===== config.mk =====
export PLATFORM = sky130hd
export DESIGN_NAME = ata_taskfile_command_setup
export DESIGN_NICKNAME = d
export VERILOG_FILES = /design/src/rtl/atatf_pkg.sv /design/src/rtl/ata_taskfile_command_setup.sv /design/src/rtl/atatf_front.sv /design/src/rtl/atatf_queue.sv /design/src/rtl/atatf_back.sv
export SDC_FILE = /design/constraint.sdc
export NUM_CORES = 1
export LEC_CHECK = 0
export CORE_ASPECT_RATIO = 0.6
export CORE_MARGIN = 2
export CORE_UTILIZATION = 60
export DETAILED_ROUTE_END_ITERATION = 10
export DONT_BUFFER_PORTS = 1
export PLACE_DENSITY = 0.88
export SYNTH_ARGS = -nofsm -noshare
export SYNTH_HDL_FRONTEND = slang
export SYNTH_SLANG_ARGS = --single-unit

===== constraint.sdc =====
create_clock -name clk -period 3.6 [get_ports clk]
set_clock_uncertainty 0.05 [all_clocks]
set_input_delay 0.72 -clock clk [delete_from_list [all_inputs] [get_ports clk]]
set_output_delay 0.72 -clock clk [all_outputs]
set_load 0.1 [all_outputs]

===== src/rtl/atatf_pkg.sv =====
`timescale 1ns / 1ps
// ----------------------------------------------------------------------------
// ATA task-file setup package
// Shared register codes, opcodes, configuration and descriptor types.
// ----------------------------------------------------------------------------
package atatf_pkg;

    // Task-file register selects, in the order an LBA48 run writes them.
    localparam logic [3:0] REG_DEVSEL      = 4'd0;
    localparam logic [3:0] REG_SECCOUNT_HI = 4'd1;
    localparam logic [3:0] REG_LBA3        = 4'd2;
    localparam logic [3:0] REG_LBA4        = 4'd3;
    localparam logic [3:0] REG_LBA5        = 4'd4;
    localparam logic [3:0] REG_SECCOUNT    = 4'd5;
    localparam logic [3:0] REG_LBA0        = 4'd6;
    localparam logic [3:0] REG_LBA1        = 4'd7;
    localparam logic [3:0] REG_LBA2        = 4'd8;
    localparam logic [3:0] REG_COMMAND     = 4'd9;

    // Status codes.
    localparam logic [1:0] STATUS_OK        = 2'd0;
    localparam logic [1:0] STATUS_NO_DRIVE  = 2'd1;
    localparam logic [1:0] STATUS_ATAPI     = 2'd2;

    // PIO command opcodes.
    localparam logic [7:0] CMD_READ      = 8'h20;
    localparam logic [7:0] CMD_READ_EXT  = 8'h24;
    localparam logic [7:0] CMD_WRITE     = 8'h30;
    localparam logic [7:0] CMD_WRITE_EXT = 8'h34;

    // Device select base values.
    localparam logic [7:0] DEVSEL_CHS = 8'hA0;
    localparam logic [7:0] DEVSEL_LBA = 8'hE0;

    // Configuration register indexes.
    localparam logic [2:0] CFG_PRESENT = 3'd0;
    localparam logic [2:0] CFG_ATAPI   = 3'd1;
    localparam logic [2:0] CFG_LBA     = 3'd2;
    localparam logic [2:0] CFG_SLAVE   = 3'd3;
    localparam logic [2:0] CFG_CHANNEL = 3'd4;

    // ceil(2^34 / 63): exact quotient by 63 for any 28-bit dividend.
    localparam logic [28:0] RECIP_63   = 29'd272696337;
    localparam int          RECIP_SHIFT = 34;

    typedef struct packed {
        logic [3:0] present;
        logic [3:0] atapi;
        logic [3:0] lba;
        logic [3:0] slave;
        logic [3:0] channel;
    } cfg_t;

    // One classified request, ready for the register-write sequencer.
    typedef struct packed {
        logic [1:0] status;
        logic       chan;
        logic       lba48;
        logic       wr;
        logic [7:0] devsel;
        logic [7:0] lba3;
        logic [7:0] count;
        logic [7:0] b0;
        logic [7:0] b1;
        logic [7:0] b2;
    } desc_t;

endpackage


===== src/rtl/ata_taskfile_command_setup.sv =====
`timescale 1ns / 1ps
// ----------------------------------------------------------------------------
// ATA task-file command setup
// Turns sector read/write requests into ordered task-file register writes.
// ----------------------------------------------------------------------------
// Each request (drive slot, start sector, sector count, direction) produces a
// run of register writes on the result side, one write per cycle while pop
// keeps up: ten for an LBA48 run (start sector at or above 2^28), six for
// LBA28 or CHS, and a single error result when the slot is above 3, absent,
// or ATAPI. The write sequencer in the back end emits one result per clock
// while pop keeps up, so that sequencer sets the sustained rate. The front
// end takes a request every cycle while its queue has room; a request passes
// the front-end register and a queue entry before its first write reaches the
// output register. The device masks are programmed over the APB port at byte
// addresses 0x00 to 0x10 and must be written only while no request is in flight.
// ----------------------------------------------------------------------------
module ata_taskfile_command_setup
(
    input  logic        clk,
    input  logic        rst_n,
    // Configuration port.
    input  logic        psel,
    input  logic        penable,
    input  logic        pwrite,
    input  logic [4:0]  paddr,
    input  logic [31:0] pwdata,
    output logic [31:0] prdata,
    output logic        pready,
    // Request side.
    input  logic        push,
    output logic        full,
    input  logic [7:0]  drive_index,
    input  logic [31:0] start_sector,
    input  logic [7:0]  sector_total,
    input  logic        is_write,
    // Result side.
    output logic        empty,
    input  logic        pop,
    output logic [1:0]  status,
    output logic        channel_select,
    output logic [3:0]  target_register,
    output logic [7:0]  write_value,
    output logic        last_write
);

    atatf_pkg::cfg_t  cfg_reg;
    atatf_pkg::cfg_t  cfg_next;
    logic             cfg_write;
    logic [2:0]       cfg_index;

    logic             q_push;
    logic             q_full;
    logic             q_valid;
    logic             q_pop;
    atatf_pkg::desc_t q_wdata;
    atatf_pkg::desc_t q_rdata;

    // The port never inserts wait states.
    assign pready    = 1'b1;
    assign cfg_write = psel && penable && pwrite && pready;
    assign cfg_index = paddr[4:2];

    // Register writes keep only the low four bits; unused indexes are ignored.
    always_comb
    begin
        cfg_next = cfg_reg;
        if (cfg_write)
        begin
            case (cfg_index)
                atatf_pkg::CFG_PRESENT: cfg_next.present = pwdata[3:0];
                atatf_pkg::CFG_ATAPI:   cfg_next.atapi   = pwdata[3:0];
                atatf_pkg::CFG_LBA:     cfg_next.lba     = pwdata[3:0];
                atatf_pkg::CFG_SLAVE:   cfg_next.slave   = pwdata[3:0];
                atatf_pkg::CFG_CHANNEL: cfg_next.channel = pwdata[3:0];
                default:                cfg_next = cfg_reg;
            endcase
        end
    end

    always_ff @(posedge clk or negedge rst_n)
    begin
        if (!rst_n)
        begin
            cfg_reg <= '0;
        end
        else
        begin
            cfg_reg <= cfg_next;
        end
    end

    // Read-back of the masks.
    always_comb
    begin
        case (cfg_index)
            atatf_pkg::CFG_PRESENT: prdata = {28'd0, cfg_reg.present};
            atatf_pkg::CFG_ATAPI:   prdata = {28'd0, cfg_reg.atapi};
            atatf_pkg::CFG_LBA:     prdata = {28'd0, cfg_reg.lba};
            atatf_pkg::CFG_SLAVE:   prdata = {28'd0, cfg_reg.slave};
            atatf_pkg::CFG_CHANNEL: prdata = {28'd0, cfg_reg.channel};
            default:                prdata = 32'd0;
        endcase
    end

    // Front end: accepts requests and classifies them into descriptors.
    atatf_front u_front
    (
        .clk          (clk),
        .rst_n        (rst_n),
        .cfg          (cfg_reg),
        .push         (push),
        .full         (full),
        .drive_index  (drive_index),
        .start_sector (start_sector),
        .sector_total (sector_total),
        .is_write     (is_write),
        .q_push       (q_push),
        .q_data       (q_wdata),
        .q_full       (q_full)
    );

    // Short queue so that the front end keeps taking requests while a long
    // run drains on the result side.
    atatf_queue u_queue
    (
        .clk     (clk),
        .rst_n   (rst_n),
        .q_push  (q_push),
        .q_wdata (q_wdata),
        .q_full  (q_full),
        .q_valid (q_valid),
        .q_rdata (q_rdata),
        .q_pop   (q_pop)
    );

    // Back end: emits the register writes through an output register.
    atatf_back u_back
    (
        .clk             (clk),
        .rst_n           (rst_n),
        .q_valid         (q_valid),
        .q_rdata         (q_rdata),
        .q_pop           (q_pop),
        .empty           (empty),
        .pop             (pop),
        .status          (status),
        .channel_select  (channel_select),
        .target_register (target_register),
        .write_value     (write_value),
        .last_write      (last_write)
    );

endmodule


===== src/rtl/atatf_front.sv =====
`timescale 1ns / 1ps
// ----------------------------------------------------------------------------
// ATA task-file setup front end
// Accepts requests, checks the device masks and works out the addressing.
// ----------------------------------------------------------------------------
module atatf_front
(
    input  logic              clk,
    input  logic              rst_n,
    input  atatf_pkg::cfg_t   cfg,
    input  logic              push,
    output logic              full,
    input  logic [7:0]        drive_index,
    input  logic [31:0]       start_sector,
    input  logic [7:0]        sector_total,
    input  logic              is_write,
    output logic              q_push,
    output atatf_pkg::desc_t  q_data,
    input  logic              q_full
);

    logic        a_valid_reg;
    logic        a_valid_next;
    logic        a_bad_reg;
    logic [1:0]  a_drive_reg;
    logic [31:0] a_lba_reg;
    logic [7:0]  a_count_reg;
    logic        a_wr_reg;
    logic [22:0] a_quot_reg;

    logic        accept;
    logic [56:0] product;
    logic [27:0] quot_x63;
    logic [27:0] rem_full;
    logic [7:0]  sect;
    logic [3:0]  head;
    logic        is_lba48;
    logic        use_lba;
    logic        slave;

    assign full   = a_valid_reg && q_full;
    assign accept = push && !full;
    assign q_push = a_valid_reg && !q_full;

    // The quotient by 63 comes from a reciprocal multiply; only the low
    // 28 address bits ever feed the cylinder/head/sector math.
    assign product = 57'(start_sector[27:0]) * 57'(atatf_pkg::RECIP_63);

    always_comb
    begin
        a_valid_next = a_valid_reg;
        if (accept)
        begin
            a_valid_next = 1'b1;
        end
        else if (q_push)
        begin
            a_valid_next = 1'b0;
        end
    end

    always_ff @(posedge clk or negedge rst_n)
    begin
        if (!rst_n)
        begin
            a_valid_reg <= 1'b0;
        end
        else
        begin
            a_valid_reg <= a_valid_next;
        end
    end

    always_ff @(posedge clk)
    begin
        if (accept)
        begin
            a_bad_reg   <= |drive_index[7:2];
            a_drive_reg <= drive_index[1:0];
            a_lba_reg   <= start_sector;
            a_count_reg <= sector_total;
            a_wr_reg    <= is_write;
            a_quot_reg  <= product[atatf_pkg::RECIP_SHIFT +: 23];
        end
    end

    assign quot_x63 = {a_quot_reg[21:0], 6'b0} - {5'b0, a_quot_reg};
    assign rem_full = a_lba_reg[27:0] - quot_x63;
    assign sect     = {2'b0, rem_full[5:0]} + 8'd1;
    assign is_lba48 = |a_lba_reg[31:28];
    assign use_lba  = cfg.lba[a_drive_reg];
    assign slave    = cfg.slave[a_drive_reg];

    always_comb
    begin
        q_data       = '0;
        q_data.wr    = a_wr_reg;
        q_data.count = a_count_reg;
        q_data.lba3  = a_lba_reg[31:24];
        q_data.lba48 = is_lba48;
        head         = 4'd0;
        if (a_bad_reg || !cfg.present[a_drive_reg])
        begin
            q_data.status = atatf_pkg::STATUS_NO_DRIVE;
        end
        else if (cfg.atapi[a_drive_reg])
        begin
            q_data.status = atatf_pkg::STATUS_ATAPI;
        end
        else
        begin
            q_data.status = atatf_pkg::STATUS_OK;
            q_data.chan   = cfg.channel[a_drive_reg];
            if (is_lba48 || use_lba)
            begin
                q_data.b0 = a_lba_reg[7:0];
                q_data.b1 = a_lba_reg[15:8];
                q_data.b2 = a_lba_reg[23:16];
                head      = is_lba48 ? 4'd0 : a_lba_reg[27:24];
                q_data.devsel = atatf_pkg::DEVSEL_LBA | {3'b0, slave, head};
            end
            else
            begin
                // Cylinder is the quotient by 1008, kept to 16 bits.
                q_data.b0 = sect;
                q_data.b1 = a_quot_reg[11:4];
                q_data.b2 = a_quot_reg[19:12];
                head      = a_quot_reg[3:0];
                q_data.devsel = atatf_pkg::DEVSEL_CHS | {3'b0, slave, head};
            end
        end
    end

endmodule


===== src/rtl/atatf_queue.sv =====
`timescale 1ns / 1ps
// ----------------------------------------------------------------------------
// ATA task-file setup descriptor queue
// Two-entry queue between the front end and the write sequencer.
// ----------------------------------------------------------------------------
module atatf_queue
(
    input  logic              clk,
    input  logic              rst_n,
    input  logic              q_push,
    input  atatf_pkg::desc_t  q_wdata,
    output logic              q_full,
    output logic              q_valid,
    output atatf_pkg::desc_t  q_rdata,
    input  logic              q_pop
);

    atatf_pkg::desc_t mem [2];
    logic       wr_ptr_reg;
    logic       wr_ptr_next;
    logic       rd_ptr_reg;
    logic       rd_ptr_next;
    logic [1:0] count_reg;
    logic [1:0] count_next;
    logic       do_push;
    logic       do_pop;

    assign q_full  = count_reg == 2'd2;
    assign q_valid = count_reg != 2'd0;
    assign q_rdata = mem[rd_ptr_reg];
    assign do_push = q_push && !q_full;
    assign do_pop  = q_pop && q_valid;

    always_comb
    begin
        wr_ptr_next = do_push ? !wr_ptr_reg : wr_ptr_reg;
        rd_ptr_next = do_pop ? !rd_ptr_reg : rd_ptr_reg;
        count_next  = count_reg;
        if (do_push && !do_pop)
        begin
            count_next = count_reg + 2'd1;
        end
        else if (do_pop && !do_push)
        begin
            count_next = count_reg - 2'd1;
        end
    end

    always_ff @(posedge clk or negedge rst_n)
    begin
        if (!rst_n)
        begin
            wr_ptr_reg <= 1'b0;
            rd_ptr_reg <= 1'b0;
            count_reg  <= 2'd0;
        end
        else
        begin
            wr_ptr_reg <= wr_ptr_next;
            rd_ptr_reg <= rd_ptr_next;
            count_reg  <= count_next;
        end
    end

    always_ff @(posedge clk)
    begin
        if (do_push)
        begin
            mem[wr_ptr_reg] <= q_wdata;
        end
    end

endmodule


===== src/rtl/atatf_back.sv =====
`timescale 1ns / 1ps
// ----------------------------------------------------------------------------
// ATA task-file setup write sequencer
// Walks each descriptor through its task-file writes, one per cycle while pop keeps up.
// ----------------------------------------------------------------------------
module atatf_back
(
    input  logic              clk,
    input  logic              rst_n,
    input  logic              q_valid,
    input  atatf_pkg::desc_t  q_rdata,
    output logic              q_pop,
    output logic              empty,
    input  logic              pop,
    output logic [1:0]        status,
    output logic              channel_select,
    output logic [3:0]        target_register,
    output logic [7:0]        write_value,
    output logic              last_write
);

    logic       out_valid_reg;
    logic       out_valid_next;
    logic [1:0] status_reg;
    logic       chan_reg;
    logic [3:0] target_reg;
    logic [7:0] value_reg;
    logic       last_reg;
    logic [3:0] step_reg;
    logic [3:0] step_next;

    logic       load;
    logic       res_chan;
    logic [3:0] res_target;
    logic [7:0] res_value;
    logic       res_last;
    logic [7:0] cmd;

    assign load  = q_valid && (!out_valid_reg || pop);
    assign q_pop = load && res_last;
    assign empty = !out_valid_reg;

    always_comb
    begin
        if (q_rdata.wr)
        begin
            cmd = q_rdata.lba48 ? atatf_pkg::CMD_WRITE_EXT : atatf_pkg::CMD_WRITE;
        end
        else
        begin
            cmd = q_rdata.lba48 ? atatf_pkg::CMD_READ_EXT : atatf_pkg::CMD_READ;
        end
    end

    always_comb
    begin
        res_chan   = q_rdata.chan;
        res_target = step_reg;
        res_value  = 8'd0;
        res_last   = 1'b0;
        if (q_rdata.status != atatf_pkg::STATUS_OK)
        begin
            res_chan   = 1'b0;
            res_target = atatf_pkg::REG_DEVSEL;
            res_last   = 1'b1;
        end
        else
        begin
            case (step_reg)
                atatf_pkg::REG_DEVSEL:   res_value = q_rdata.devsel;
                atatf_pkg::REG_LBA3:     res_value = q_rdata.lba3;
                atatf_pkg::REG_SECCOUNT: res_value = q_rdata.count;
                atatf_pkg::REG_LBA0:     res_value = q_rdata.b0;
                atatf_pkg::REG_LBA1:     res_value = q_rdata.b1;
                atatf_pkg::REG_LBA2:     res_value = q_rdata.b2;
                atatf_pkg::REG_COMMAND:
                begin
                    res_value = cmd;
                    res_last  = 1'b1;
                end
                default:                 res_value = 8'd0;
            endcase
        end
    end

    always_comb
    begin
        step_next      = step_reg;
        out_valid_next = out_valid_reg;
        if (load)
        begin
            out_valid_next = 1'b1;
            if (res_last)
            begin
                step_next = atatf_pkg::REG_DEVSEL;
            end
            else if (step_reg == atatf_pkg::REG_DEVSEL && !q_rdata.lba48)
            begin
                // Short runs skip the high-order LBA48 registers.
                step_next = atatf_pkg::REG_SECCOUNT;
            end
            else
            begin
                step_next = step_reg + 4'd1;
            end
        end
        else if (pop)
        begin
            out_valid_next = 1'b0;
        end
    end

    always_ff @(posedge clk or negedge rst_n)
    begin
        if (!rst_n)
        begin
            out_valid_reg <= 1'b0;
            step_reg      <= atatf_pkg::REG_DEVSEL;
        end
        else
        begin
            out_valid_reg <= out_valid_next;
            step_reg      <= step_next;
        end
    end

    always_ff @(posedge clk)
    begin
        if (load)
        begin
            status_reg <= q_rdata.status;
            chan_reg   <= res_chan;
            target_reg <= res_target;
            value_reg  <= res_value;
            last_reg   <= res_last;
        end
    end

    assign status          = status_reg;
    assign channel_select  = chan_reg;
    assign target_register = target_reg;
    assign write_value     = value_reg;
    assign last_write      = last_reg;

    // A short run never visits the LBA48-only registers.
    assert property (@(posedge clk) disable iff (!rst_n)
        (q_valid && !q_rdata.lba48) |->
            !(step_reg == atatf_pkg::REG_SECCOUNT_HI || step_reg == atatf_pkg::REG_LBA3 ||
              step_reg == atatf_pkg::REG_LBA4 || step_reg == atatf_pkg::REG_LBA5))
        else $error("sequencer entered an LBA48 register on a short run");

    // A rejected request starts and ends on the first step.
    assert property (@(posedge clk) disable iff (!rst_n)
        (q_valid && q_rdata.status != atatf_pkg::STATUS_OK) |->
            step_reg == atatf_pkg::REG_DEVSEL)
        else $error("rejected request found the sequencer mid-run");

    // An error result is always the whole run.
    assert property (@(posedge clk) disable iff (!rst_n)
        (out_valid_reg && status_reg != atatf_pkg::STATUS_OK) |-> last_reg)
        else $error("error result not marked as last");

    // The step counter is reset by every final write.
    assert property (@(posedge clk) disable iff (!rst_n)
        q_pop |=> step_reg == atatf_pkg::REG_DEVSEL)
        else $error("step counter not rewound after a run");

endmodule

==> run_results.csv, run 1 <==
group,metric,value,unit
worst_hold_path,hold_class,"primary input to flip-flop",
floorplan,rows,43,
timing,hold_viol,0,
critical_path,path_max_fanout,5,
status,outcome,"finished with violations",
critical_path,worst_path_max_delay_cell,"fa_1",
route,ant_nets,0,
route,top_layer_used,"met4",
clock_network,cts_sinks,214,
yosys,avgSynthCellArea,11.9,sq um
clock_network,clk_latency,0.50,ns
timing,fin_crit_sh,1.35,
route,viasPerCell,6.26,
critical_path,critPathLaunchType,"primary input",
floorplan,die_y,123,um
yosys,yosysTopAreaCellShare,0.391,
yosys,yosysMostFrequentCell,"edfxtp_1",
yosys,synth-simple-area-share,0.0774,
yosys,yosys.area_share.xor_xnor,0.0192,
yosys,async_flop_share,0.140,
critical_path,cp_cell_sequence,"ha_1 > ha_1 > ha_1 > ha_1 > fa_1 > inv_1 > fa_1 > inv_1 > ha_1 > buf_4 > a21oi_1 > o211ai_1 > nand4_1 > nand3_2 > nor2_4 > o41ai_4 > buf_6 > a2111o_1 > o211ai_1",
yosys,ys_ff_latch,214,
route,met2_wirelength,17100,um
placed_design,place_hpwl,28800,um
timing,relSlewSlack,0.399,
floorplan,die-area,0.0249,sq mm
clock_network,clockBufferDepth,3,
clock_network,cts_tree,"built",
route,drcViolationCount,0,
critical_path,worstPathRequired,3.87,ns
floorplan,start_util,0.611,
route,drtPass1Iterations,5,
power_and_ir_drop,total_power,13500,uW
clock_network,numCtsBuffers,20,
critical_path,worstPathArrival,5.12,ns
floorplan,die_w,202,um
timing,drv_slew,0,
grt,grt_pass1_vias,10400,
floorplan,io_pins,144,
critical_path,rr_startpoint,"u_back.step_reg[0]$_DFFE_PN0P_",
yosys,synth_edf_count,184,
timing,tns,-21.17,ns
route,vias,10400,
job,cap_viol_max_count,0,
timing,setup_viol,20,
power_and_ir_drop,leakage,0.00748,uW
route,wl_met3,4670,um
cells_and_area,nNetsFinal,1672,
route,wire_per_inst,23.1,um
clock_network,clk_pin_slew,0.08,ns
route,wl,38600,um
yosys,synth-compound-area-share,0.0936,
placed_design,gp_congestion,0.974,
cells_and_area,largest_reg_flops,104,
cells_and_area,utilization,0.723,
yosys,syn-instance-count,1193,
power_and_ir_drop,ir_drop,458,uV
yosys,netlist_top_cells_area,"edfxtp_1, ha_1, fa_1, dfrtp_1, mux2i_1",
yosys,yosysSeqAreaShare,0.444,
yosys,synthMuxAreaShare,0.0633,
yosys,synth_fa_ha_area_frac,0.245,
timing,rsz0062_at_grt,"yes",
grt,grt_pass1_wl,58000,um
route,drt-met1-wl,15400,um
yosys,ys.flop_type,"edfxtp_1",
grt,grt_max_degree,31,
critical_path,cp-end-kind,"flip-flop",
grt,grt_usage,0.309,
status,violations,"negative setup slack",
yosys,ys_warn_count,0,
placed_design,portBuffers,0,
yosys,synth_top_area_cell,"edfxtp_1",
timing,fmax,206,MHz
yosys,synth.distinct_cells,63,
placed_design,placed_area,0.0156,sq mm
yosys,synth_top_family_by_area,"adder cells",
timing,period_minus_slack,4.86,ns
cells_and_area,drive_above_1_share,0.223,
yosys,syn_area,0.0141,sq mm
grt,antenna_found_initial,1,
worst_hold_path,worstHoldStart,"start_sector[11]",
critical_path,max_stage_delay,0.55,ns
timing,tightest_slew,0.904,ns
clock_network,root_buffer,"clkbuf_16",
cells_and_area,area_delta_synth_final,18.3,%
floorplan,core-area,0.0231,sq mm
critical_path,crit_path_frequent_cell,"ha_1",
route,drt_iter0_drc,1130,
power_and_ir_drop,power_density,809,mW/mm^2
clock_network,htree_levels,1,
critical_path,critical_path_class,"primary input to flip-flop",
grt,grt_overflow_total,0,
timing,worst_slack,-1.26,ns
critical_path,startpoint,"start_sector[14]",
cells_and_area,fin_area,0.0167,sq mm
yosys,netlist_top_cells_count,"edfxtp_1, ha_1, inv_1, nand2_1, a21oi_1",
-- layer usage --
| layer | vias to the layer above | global-route usage |
|---|---|---|
| li1 | 4539 | - |
| met1 | 5110 | 0.426 |
| met2 | 672 | 0.483 |
| met3 | 115 | 0.0915 |
| met4 | 0 | 0.0858 |
| met5 | - | 0 |
-- cell families (layout without fill, tap and decap cells) --
group           Yosys count  after routing
other cells               2             30
mux                      79             79
xor+xnor                 31             31
compound gates          204            204
simple gates            237            237
fa+ha+maj               241            241
flops                   214            214
buf+inv                 185            317
-- power breakdown --
| part | leakage (uW) | switching (uW) | internal, uW | total [uW] |
|---|---|---|---|---|
| sequential | 0.00213 | 716 | 3560 | 4270 |
| combinational | 0.00501 | 4000 | 3080 | 7080 |
| clock | 0.000338 | 910 | 1280 | 2190 |
| total | 0.00748 | 5630 | 7910 | 13500 |
-- path summary, 6_finish.rpt --
path / end / slack (ns) / cells after the start
worst min-delay path: u_front.a_lba_reg[11]$_DFFE_PP_ / 0.26 / 0
worst max register to register: u_back.write_value[2]$_SDFFCE_PP0P_ / 0.91 / 7
min in group asynchronous: cfg_reg[9]$_DFFE_PN0P_ / 0.62 / 2
worst max-delay path: u_front.a_quot_reg[19]$_DFFE_PP_ / -1.26 / 19
max in group asynchronous: u_queue.rd_ptr_reg$_DFFE_PN0P_ / 2.69 / 2
worst min register to register: u_queue.mem[0][25]$_DFFE_PP_ / 0.39 / 0
-- critical path: cells and delay by family --
kind            cells  cell delay, ns
compound gates      5            0.98
simple gates        3            0.45
buf+inv             4            0.41
fa+ha+maj           7            2.52
-- cells in the final DEF, fill, tap and decap left out, types with 24 or more instances in the layout --
cell | netlist | final
edfxtp_1 | 184 | 184
ha_1 | 182 | 162
buf_4 | 30 | 145
inv_1 | 127 | 119
nand2_1 | 88 | 86
a21oi_1 | 73 | 63
fa_1 | 59 | 54
nor2_1 | 54 | 52
mux2i_1 | 49 | 49
conb_1 | 2 | 29
dfrtp_1 | 30 | 29
a21o_1 | 25 | 25
mux2_2 | 24 | 24
-- stage by stage --
step                std cells  setup slack, ns  hold slack (ns)
finish                   1668            -1.26            0.265
global route             1667            -1.40            0.253
CTS                      1661            -1.30            0.258
detailed placement       1615            -1.84            0.375
global placement         1615            -1.60            0.375
floorplan                1220            -1.41            0.371
-- area by class of cell --
class,count,area [sq um]
inverters,127,477
repair buffers,154,1200
multi-input cells,821,7700
diodes,1,2.50
clock inverters,11,110
flip-flops and latches,214,6280
fillers,1416,6400
well taps,315,394
clock buffers,25,572
-- timing repair --
item | 4_1_cts | 5_1_grt
endpoints found under the hold margin | 30 | 0
gates cloned | 0 | 0
gates resized for setup | 32 | 31
setup buffers | 8 | 6
setup endpoints to repair | 20 | 20
pin swaps | 22 | 34
hold buffers | 2 | 0
(Power assumes the default switching activity.)
==> run 2, diff against run 1 <==
- SLEW_MARGIN: default -> 0
- clock period: 3.6 -> 5.45 ns (I/O delays scaled with it)
==> run_results.csv, run 2 (same netlist as run 1, synthesis figures left out) <==
group,metric,value,unit
clock_network,clockBufferDepth,3,
route,ant_nets,0,
critical_path,rr_worst_depth,5,
status,outcome,"finished with violations",
floorplan,die_y,123,um
floorplan,core-area,0.0231,sq mm
critical_path,cp-end-kind,"flip-flop",
route,vias,9569,
cells_and_area,area_delta_synth_final,10.9,%
job,cap_viol_max_count,0,
route,drcViolationCount,0,
timing,worst_slack,-0.0583,ns
route,viasPerCell,6.06,
power_and_ir_drop,internal-power,4750,uW
critical_path,critical_path_class,"primary input to flip-flop",
floorplan,io_pins,144,
cells_and_area,largest_reg_flops,104,
timing,drv_slew,0,
floorplan,die_w,202,um
floorplan,rows,43,
power_and_ir_drop,power_switching,3350,uW
route,drtPass1Iterations,5,
grt,grt_pass1_vias,9484,
power_and_ir_drop,seq_power_share,0.347,
cells_and_area,drive_above_1_share,0.135,
timing,rsz0062_at_grt,"yes",
clock_network,cts_tree,"built",
grt,grt_pass1_wl,53000,um
critical_path,r2r-end,"u_queue.mem[1][16]$_DFFE_PP_",
worst_hold_path,hold_class,"primary input to async pin",
critical_path,rr_startpoint,"u_front.a_drive_reg[0]$_DFFE_PP_",
route,wl,34600,um
route,wire_per_inst,21.9,um
clock_network,clk_latency,0.49,ns
placed_design,place_hpwl,26200,um
grt,grt_overflow_total,0,
placed_design,placed_area,0.0149,sq mm
placed_design,portBuffers,0,
timing,tightest_slew,1.20,ns
critical_path,critPathLaunchType,"primary input",
clock_network,numCtsBuffers,20,
clock_network,clk_pin_slew,0.07,ns
power_and_ir_drop,leakage,0.00695,uW
cells_and_area,fin_area,0.0157,sq mm
route,drt_iter0_drc,934,
timing,setup_viol,4,
timing,fmax,182,MHz
timing,relSlewSlack,0.198,
clock_network,htree_levels,1,
power_and_ir_drop,combPwrFrac,0.488,
floorplan,start_util,0.611,
timing,period_minus_slack,5.51,ns
power_and_ir_drop,switching_share,0.414,
cells_and_area,nNetsFinal,1586,
placed_design,gp_congestion,0.993,
timing,hold_viol,0,
critical_path,worstPathArrival,5.69,ns
critical_path,path_max_fanout,5,
power_and_ir_drop,ir_drop,269,uV
timing,whs,0.237,ns
status,violations,"negative setup slack",
critical_path,rrSetupSlack,2.69,ns
cells_and_area,layout_common_cells,"edfxtp_1, ha_1, inv_1, nand2_1, a21oi_1",
clock_network,ctsHoldBuffers,0,
power_and_ir_drop,power_density,517,mW/mm^2
grt,grt_max_degree,65,
floorplan,die-area,0.0249,sq mm
clock_network,cts_sinks,214,
clock_network,root_buffer,"clkbuf_16",
cells_and_area,layout_commonest_cell,"edfxtp_1",
power_and_ir_drop,pwr-share-clk,0.165,
critical_path,worstPathRequired,5.64,ns
timing,fin_crit_sh,1.01,
grt,grt_usage,0.281,
grt,antenna_found_initial,1,
[run 2: cell count changes in the layout (fill, tap and decap cells not counted), sizes merged]
cell	previous run	this run
buf	153	68
bufinv	2	1
clkbuf	25	24
clkinvlp	0	1
dlygate4sd3	1	0
inv	129	128
[run 2: routing by layer]
layer / track usage / wire, um / vias up
li1: - / - / 4367
met1: 0.400 / 15000 / 4634
met2: 0.430 / 15000 / 503
met3: 0.0865 / 3930 / 63
met4: 0.0616 / 687 / 2
met5: 0 / 11 / -
[run 2: cell type report]
class,count,area [sq um]
clock inverters,10,82.6
flip-flops and latches,214,6280
diodes,1,2.50
well taps,315,394
clock buffers,24,537
repair buffers,68,510
inverters,127,477
multi-input cells,821,7400
fillers,1586,7450
[run 2: how the worst max path moves through the flow]
stage                      from                               end
2_1_floorplan  start_sector[20]  u_front.a_quot_reg[10]$_DFFE_PP_
3_3_place_gp   start_sector[21]  u_front.a_quot_reg[12]$_DFFE_PP_
3_5_place_dp   start_sector[21]  u_front.a_quot_reg[12]$_DFFE_PP_
4_1_cts        start_sector[21]  u_front.a_quot_reg[12]$_DFFE_PP_
5_1_grt        start_sector[21]  u_front.a_quot_reg[12]$_DFFE_PP_
6_report       start_sector[21]  u_front.a_quot_reg[15]$_DFFE_PP_
[run 2: timing repair]
item / CTS / global route
setup buffers: 0 / 2
endpoints found under the setup margin: 4 / 13
gates resized for setup: 1 / 20
pin swaps: 2 / 22
[run 2: stage by stage]
step | TNS [ns] | utilization | setup WS [ns] | total power, uW | cells
after floorplan | 0 | - | 0.000110 | 5320 | 1220
after global placement | -4.82 | 0.645 | -0.476 | 6350 | 1543
after detailed placement | -6.82 | 0.645 | -0.595 | 6520 | 1543
after CTS | 0 | 0.672 | 0.00571 | 7900 | 1577
after global routing | -0.771 | 0.678 | -0.151 | 8550 | 1579
final | -0.161 | 0.678 | -0.0583 | 8100 | 1580
[run 2: power by group through the flow]
stage	logic [uW]	clock network, uW	registers (uW)
floorplan	2560	0	2760
global placement	3540	0	2810
detailed placement	3690	0	2840
CTS	3730	1360	2810
global route	4290	1410	2850
finish	3950	1340	2810
[run 2: worst max-delay path: stages]
cell and delay [ns]:
ha_4 0.22, fa_2 0.62, fa_1 0.45, fa_1 0.60, inv_2 0.05, fa_1 0.38, inv_1 0.08, ha_1 0.27
a21oi_1 0.18, buf_4 0.17, o21ai_0 0.07, a31oi_1 0.29, a41oi_2 0.16, buf_4 0.19, or2_4 0.29, a31o_2 0.28
a211o_1 0.28
==> run 3, diff against run 2 <==
- CORE_UTILIZATION: 60 -> 35
- PLACE_DENSITY: 0.88 -> 0.59
==> run_results.csv, run 3 (same netlist as run 1, synthesis figures left out) <==
group,metric,value,unit
status,outcome,"finished clean",
power_and_ir_drop,total_power,7880,uW
timing,fin_crit_sh,0.979,
timing,hold_viol,0,
timing,rsz0062_at_grt,"no",
power_and_ir_drop,pwr-share-clk,0.177,
critical_path,critical_path_class,"primary input to flip-flop",
placed_design,placed_area,0.0153,sq mm
floorplan,die_y,160,um
clock_network,root_buffer,"clkbuf_16",
clock_network,clk_pin_slew,0.06,ns
critical_path,path_max_fanout,4,
cells_and_area,layout_commonest_cell,"edfxtp_1",
timing,setup_viol,0,
clock_network,post_cts_buffers,0,
timing,worst_slack,0.114,ns
route,drcViolationCount,0,
route,vias,9059,
worst_hold_path,hold_class,"primary input to async pin",
placed_design,dpl_worst_slack,-0.493,ns
grt,grt_pass1_wl,54000,um
timing,period_minus_slack,5.34,ns
timing,drv_slew,0,
floorplan,start_util,0.359,
route,viasPerCell,5.05,
route,wire_per_inst,19.2,um
clock_network,numCtsBuffers,21,
power_and_ir_drop,combPwrFrac,0.464,
grt,grt_pass1_vias,9128,
floorplan,io_pins,144,
route,drtPass1Iterations,5,
cells_and_area,antenna_cells,0,
critical_path,worstPathRequired,5.65,ns
timing,tightest_slew,1.14,ns
timing,whs,0.216,ns
grt,grt_overflow_total,0,
power_and_ir_drop,internal-power,4680,uW
floorplan,rows,56,
route,drt_iter0_drc,710,
power_and_ir_drop,power_density,495,mW/mm^2
route,ant_nets,0,
cells_and_area,layout_common_cells,"edfxtp_1, ha_1, inv_1, nand2_1, buf_4",
critical_path,critPathLaunchType,"primary input",
cells_and_area,drive_above_1_share,0.130,
cells_and_area,area_delta_synth_final,12.6,%
floorplan,die-area,0.0421,sq mm
cells_and_area,nNetsFinal,1592,
placed_design,place_hpwl,26700,um
critical_path,cp-end-kind,"flip-flop",
clock_network,cts_tree,"built",
job,cap_viol_max_count,0,
power_and_ir_drop,switching_share,0.407,
cells_and_area,largest_reg_flops,104,
power_and_ir_drop,seq_power_share,0.359,
clock_network,cts_sinks,214,
grt,grt_max_degree,65,
cells_and_area,fin_area,0.0159,sq mm
grt,grt_usage,0.166,
clock_network,clockBufferDepth,3,
cells_and_area,utilization,0.404,
floorplan,die_w,264,um
clock_network,htree_levels,1,
timing,fmax,187,MHz
power_and_ir_drop,leakage,0.00699,uW
power_and_ir_drop,ir_drop,264,uV
placed_design,portBuffers,0,
route,wl,34500,um
grt,antenna_found_initial,1,
placed_design,gp_congestion,0.905,
clock_network,clk_latency,0.51,ns
power_and_ir_drop,power_switching,3210,uW
timing,relSlewSlack,0.243,
cells_and_area,fillCellCount,3727,
floorplan,core-area,0.0394,sq mm
critical_path,worstPathArrival,5.53,ns
run 3: changes by cell type in the layout (fill, tap and decap cells not counted), moves of 2 or more:
| cell | delta |
|---|---|
| ha_1 | +4 |
| inv_2 | -2 |
| ha_4 | -4 |
| clkinv_2 | -2 |
| clkbuf_1 | +4 |
| clkbuf_8 | +2 |
| buf_4 | +3 |
| inv_1 | +2 |
run 3: power by group through the flow:
stage	logic (uW)	registers, uW	clock network (uW)
6_report	3660	2830	1400
5_1_grt	4070	2880	1500
4_1_cts	3610	2830	1440
3_5_place_dp	3570	2870	0
3_3_place_gp	3530	2850	0
2_1_floorplan	2560	2760	0
run 3: area by class of cell:
class,instances,area [sq um],area share
well taps,522,653,0.0410
clock buffers,30,579,0.0364
flip-flops and latches,214,6280,0.394
inverters,127,477,0.0299
multi-input cells,821,7310,0.459
clock inverters,7,65.1,0.00408
repair buffers,73,564,0.0354
run 3: worst paths after layout:
path                                             startpoint                                  end  slack, ns  depth (start not counted)
min in group clk           u_front.a_count_reg[5]$_DFFE_PP_         u_queue.mem[1][29]$_DFFE_PP_       0.39                          0
min reg2reg                u_front.a_count_reg[5]$_DFFE_PP_         u_queue.mem[1][29]$_DFFE_PP_       0.39                          0
max                                        start_sector[21]     u_front.a_quot_reg[17]$_DFFE_PP_       0.11                         16
max in group asynchronous                             rst_n       u_queue.rd_ptr_reg$_DFFE_PN0P_       5.04                          0
max reg2reg                  u_queue.rd_ptr_reg$_DFFE_PN0P_  u_back.write_value[4]$_SDFFCE_PP0P_       2.77                          5
min                                                   rst_n               cfg_reg[3]$_DFFE_PN0P_       0.22                          0
run 3: critical path, stage by stage:
cell and delay (ns):
ha_1 0.30, fa_1 0.54, fa_1 0.45, fa_1 0.52
inv_1 0.06, fa_1 0.49, inv_1 0.04, ha_1 0.21
a21oi_1 0.32, o21ai_0 0.15, a31oi_1 0.28, a41oi_2 0.20
buf_4 0.18, o21ai_2 0.29, nor2_1 0.10, o41a_1 0.31
run 3: per-layer routing:
metal  global-route usage  routed length (um)  up-vias
met5                    0                   0        -
met4               0.0343                 725        0
met3               0.0279                1960       49
met2                0.239               14100      240
met1                0.258               17700     4403
li1                     -                   -     4367
run 3: repair_timing:
action,CTS,global route
resized for setup,0,9
hold buffers,0,0
setup endpoints to repair,0,10
run 3: stage by stage:
step / std cells / TNS (ns)
final: 1794 / 0
after global routing: 1794 / 0
after CTS: 1794 / 0
after detailed placement: 1757 / -5.60
after global placement: 1757 / -5.06
after floorplan: 1220 / 0
